File: config.mk
export PLATFORM = sky130hd
export DESIGN_NAME = rcdt_row_cmp
export DESIGN_NICKNAME = d
export VERILOG_FILES = /design/src/design/rcdt_gaussian_base_sampler_core_macros.svh /design/src/design/rcdt_pkg.sv /design/src/design/rcdt_row_cmp.sv
export SDC_FILE = /design/constraint.sdc
export NUM_CORES = 1
export LEC_CHECK = 0
export BUFFER_PORTS_ARGS = -buffer_cell sky130_fd_sc_hd__buf_2
export CORE_MARGIN = 1.5
export CORE_UTILIZATION = 40
export DETAILED_ROUTE_END_ITERATION = 7
export PLACE_DENSITY_LB_ADDON = 0.12
export SETUP_SLACK_MARGIN = 0.3
export SYNTH_ARGS = -nofsm -noshare
export SYNTH_HDL_FRONTEND = slang
export SYNTH_SLANG_ARGS = --single-unit
File: constraint.sdc
create_clock -name vclk -period 8.4
set_input_delay 0.84 -clock vclk [all_inputs]
set_output_delay 0.84 -clock vclk [all_outputs]
set_load 0.03 [all_outputs]
File: src/design/rcdt_gaussian_base_sampler_core_macros.svh
// Assertion helpers for the base sampler core.
`ifndef RCDT_GAUSSIAN_BASE_SAMPLER_CORE_MACROS_SVH
`define RCDT_GAUSSIAN_BASE_SAMPLER_CORE_MACROS_SVH

// Same-cycle implication, checked outside reset.
`define RCDT_ASSERT_NOW(label, ante, cons) \
    label: assert property (@(posedge i_clk) disable iff (!i_rst_n) (ante) |-> (cons)) \
        else $error("rcdt core: same-cycle check failed");

// Next-cycle implication, checked outside reset.
`define RCDT_ASSERT_NEXT(label, ante, cons) \
    label: assert property (@(posedge i_clk) disable iff (!i_rst_n) (ante) |=> (cons)) \
        else $error("rcdt core: next-cycle check failed");

`endif

File: src/design/rcdt_pkg.sv
`timescale 1ns / 1ps
package rcdt_pkg;

    localparam int unsigned MAX_ROWS      = 64;
    localparam int unsigned LIMB_W        = 32;
    localparam int unsigned ROW_W         = 3 * LIMB_W;
    localparam int unsigned IDX_W         = 6;
    localparam int unsigned MAG_W         = 7;
    localparam int unsigned ADDR_W        = $clog2(MAX_ROWS);
    localparam int unsigned CNT_W         = $clog2(MAX_ROWS + 1);
    localparam int unsigned IN_DATA_W     = 200;
    localparam int unsigned OUT_DATA_W    = 8;

    localparam logic [MAG_W-1:0] ENTRIES_RESET = MAG_W'(36);

    localparam logic FUNC_LOAD   = 1'b0;
    localparam logic FUNC_SAMPLE = 1'b1;

    typedef logic [LIMB_W-1:0] t_limb;

    typedef struct packed {
        t_limb high;
        t_limb mid;
        t_limb low;
    } t_row;

endpackage

File: src/design/rcdt_row_cmp.sv
`timescale 1ns / 1ps
module rcdt_row_cmp
    import rcdt_pkg::*;
(
    input  t_row i_draw,
    input  t_row i_row,
    output logic o_exceeds
);

    logic  w_b0;
    logic  w_b1;
    t_limb w_mid_sum;
    t_limb w_high_sum;

    // borrow-fold chain, limb sums wrap at 32 bits
    always_comb begin
        w_b0       = i_draw.low < i_row.low;
        w_mid_sum  = i_row.mid + LIMB_W'(w_b0);
        w_b1       = i_draw.mid < w_mid_sum;
        w_high_sum = i_row.high + LIMB_W'(w_b1);
        o_exceeds  = i_draw.high < w_high_sum;
    end

endmodule

# After elaboration in Yosys (flattened, before gate mapping)
# Index checks and enable logic that the tools add are counted.
# W data, S select, Z words.
# word_totals
ff_bits	0
latchBits	0
mem_bits_rw	0
rom_bits	0
input_bits	192
output_inout_bits	1
wordCells	5
mem_count	0
# op_classes
add_sub_neg	2
n_mul	0
div_mod_pow	0
magnitude_cmp	3
eq_ne	0
n_shift	0
mux	0
n_bitwise	0
n_reduce_logical	0
# ops
cell	n
$lt A32 B32 Y1	3
$add A32 B1 Y32	2

# Longest topological paths before layout
# depth
depth_word	5
mapped_depth	36

# Least setup slack after synthesis
# No wires, ideal clock.
# synth_path
kind	input to output
startpoint	input i_row[2] (netlist name)
endpoint	output o_exceeds
t_arrival_ns	7.484
required_time_ns	7.560
slack_ns	0.076
stages	34
n_path_buf	0
cell_sequence	inv_1 > ha_1 > a211o_1 > a31oi_1 > o41ai_1 > a221oi_1 > o21ai_0 > a221oi_1 > ha_1 > nand3_1 > nor2_1 > nand4_1 > xor2_1 > ha_1 > a21o_1 > a21o_1 > a221o_1 > a31oi_1 > o21ai_0 > a211oi_1 > ha_1 > ha_1 > and4_2 > nor3b_4 > and3_4 > nand3_2 > nor2_1 > xnor2_1 > ha_1 > a21o_1 > a21o_1 > a211oi_1 > nand3_1 > o21ai_0
# synth_between
elab_chain_len	5
# synth_rtl
element	line	rtl
from (decl)	rcdt_row_cmp.sv:6	input t_row i_row,
$lt A32 B32 Y1	rcdt_row_cmp.sv:17	w_b0 = i_draw.low < i_row.low;
$add A32 B1 Y32	rcdt_row_cmp.sv:18	w_mid_sum = i_row.mid + LIMB_W'(w_b0);
$lt A32 B32 Y1	rcdt_row_cmp.sv:19	w_b1 = i_draw.mid < w_mid_sum;
$add A32 B1 Y32	rcdt_row_cmp.sv:20	w_high_sum = i_row.high + LIMB_W'(w_b1);
$lt A32 B32 Y1	rcdt_row_cmp.sv:21	o_exceeds = i_draw.high < w_high_sum;
to (decl)	rcdt_row_cmp.sv:7	output logic o_exceeds
# No other way between the ends.

# Worst setup path after layout
# Ends and elaborated chain as after synthesis.

==> impl_results.md <==
- Vias in the first global route: between 3000 and 4000
- Ant. Diodes: 0
- Post-CTS Hold Fix Bufs: 0
- Post-Route WL: 9.290 mm
- Worst-path fanout max: 6
- Initial antenna violation count: 0
- Crit path largest cell delay: slightly above 300 ps
- Syn Area/Cell: 7.699 sq um
- Number of antenna-violating nets in the routed design: 0
- Setup TNS: 0 ps
- Core Rows: 32
- Seq_cells: 0
- Synth Warn #: 0
- Setup CP Type: in2out
- # nets final: 926
- Slowest CP cell: a221o_1
- Syn Nets: slightly above 700
- Seq/Total Area, Yosys: 0%
- MaxCap Viol Count: 0
- F_max: 126.0 MHz
- Placed Cells: 727
- Run status: finished, final reports clean
- 1st-pass router iterations: 4
- Core Region: 7767 sq um
- Worst setup margin: ~470 ps
- Period minus WS final: slightly below 8000 ps
- Critical path capture point type: output port
- P&R area growth vs syn: 46.58%
- Setup WS pre-CTS: -67.58 ps
- Slew Limit Headroom: a little under three quarters
- RSZ-0062 raised after global routing: true
- Final slew viol count: 0
- Final setup violation count: 0
- Slew @ Worst Pin: between 400 and 500 ps
- Gr usage total: slightly above 20%
- Area occupied by registers: 0 sq um
- Endpoints failing hold: 0
- Post-synth cell types: 41
- Routability Congestion: about 0.86
- Starting Density: about two fifths
- Synth top cells by count: ha_1 (97), inv_1 (36), xor2_1 (36), nand2_1 (35), a21o_1 (27)
- Leak: 2.546 nW
- Worst Hold Launch: i_draw[87]
- Drt initial violations: 57
- WP data arrival: 7090 ps
- CP required: between 7000 and 8000 ps
- DRC: 0
- Min-Delay Endpoint: o_exceeds
- Vias: approximately 3800
- Fin cells: between 700 and 800
- Worst hold path depth: 6
- Synthesized cell area: approximately 3200 sq um
- Final period utilization: 94.46%
- First-pass GRT wire length: 15.10 mm
- Most used cell, CP: ha_2
- Pwr Density: around 41 nW/um^2
- Grt total ovfl: 0
- Share of cells above drive strength 1: between 40% and 50%
- Synth top area cells: ha_1 (38%), xor2_1 (9.8%), xnor2_1 (6.5%)
- HP Class: in2out
- # clk buffers: 0
- Most instantiated library cell after synthesis: ha_1
- Routed vias/inst: around 5.2
- # port buffers: 193
- Post-synth top area share: 37.71%
- Synthesized instance count: 418
- DIE HEIGHT: 92.70 um
- Synth area leader: ha_1
- DP Wirelength: around 8.2 mm
- Final Total Pwr: around 0.2 mW
- Die area: 8592 sq um
- Peak supply drop: 0.02654 mV
- Routed len/inst: between 10 and 15 um
- Die X: about 93 um
- Worst Setup Start Kind: input port
- I/O pin total: between 150 and 200
- Filler cells: around 740
- Largest net degree at the start of global routing: 7
area by class of cell:
cell class	instances	area (sq um)	area share [%]
Multi-Input combinational cell	381	3271	69.34
Timing Repair Buffer	218	1184	25.09
Inverter	36	135.1	2.865
Tap cell	102	127.6	2.706
how the worst max path moves through the flow:
stage | startpoint | end | slack (ps) | depth (start not counted)
3_5_place_dp | i_draw[2] | o_exceeds | -70 | 37
3_3_place_gp | i_draw[2] | o_exceeds | 80 | 37
5_1_grt | i_row[2] | o_exceeds | 130 | 40
2_1_floorplan | i_row[2] | o_exceeds | 430 | 34
4_1_cts | i_draw[2] | o_exceeds | 230 | 37
6_report | i_row[2] | o_exceeds | 470 | 40
timing repair:
item	in CTS	in global routing
endpoints found under the setup margin	1	1
pin swaps	24	30
setup buffers	5	5
gates resized for setup	35	11
worst max-delay path: cells and delay by family:
kind	cells	cell delay, ps
XOR/XNOR	2	260
buffers and inverters	6	680
AND/OR/NAND/NOR	10	1360
adder cells (fa/ha/maj)	7	1460
AO/OA/AOI/OAI	15	2490
layout by cell type (no fill, tap or decap), types with 23 or more instances in the layout:
| cell type | instances |
|---|---|
| nand2_1 | 34 |
| nand4_1 | 23 |
| buf_2 | 192 |
| inv_1 | 35 |
| xnor2_1 | 23 |
| a21oi_1 | 23 |
| a21o_1 | 27 |
| xor2_1 | 36 |
| ha_1 | 90 |
per-layer routing:
layer  GRT usage [%]  vias to the layer above  part of all wire, %
met2           40.38                      124                   51
met4           3.157                        0                  2.0
met5               0                        -                    0
met1           24.28                     1702                   41
li1                -                     1972                    -
met3           2.463                       18                  6.6
metrics by stage:
| stage | hold slack, ps | cell area, sq um | utilization, % |
|---|---|---|---|
| floorplan | 2036 | 3222 | - |
| global placement | 2236 | 4424 | 56.96 |
| detailed placement | 2240 | 4424 | 56.96 |
| CTS | 2221 | 4611 | 59.36 |
| global route | 2249 | 4717 | 60.73 |
| finish | 2219 | 4717 | 60.73 |
where the power goes:
group	total [mW]	switching (mW)	internal, mW	leakage (nW)
registers	0	0	0	0
clock network	0	0	0	0
logic	0.196	0.0941	0.102	2.55
total	0.196	0.0941	0.102	2.55
cells by family after synthesis:
family	Yosys count	share of synthesized area (%)
simple gates	145	25.58
xor+xnor	60	16.33
fa+ha+maj	97	37.71
compound gates	79	16.06
buf+inv	37	4.316
(Power assumes the default switching activity.)
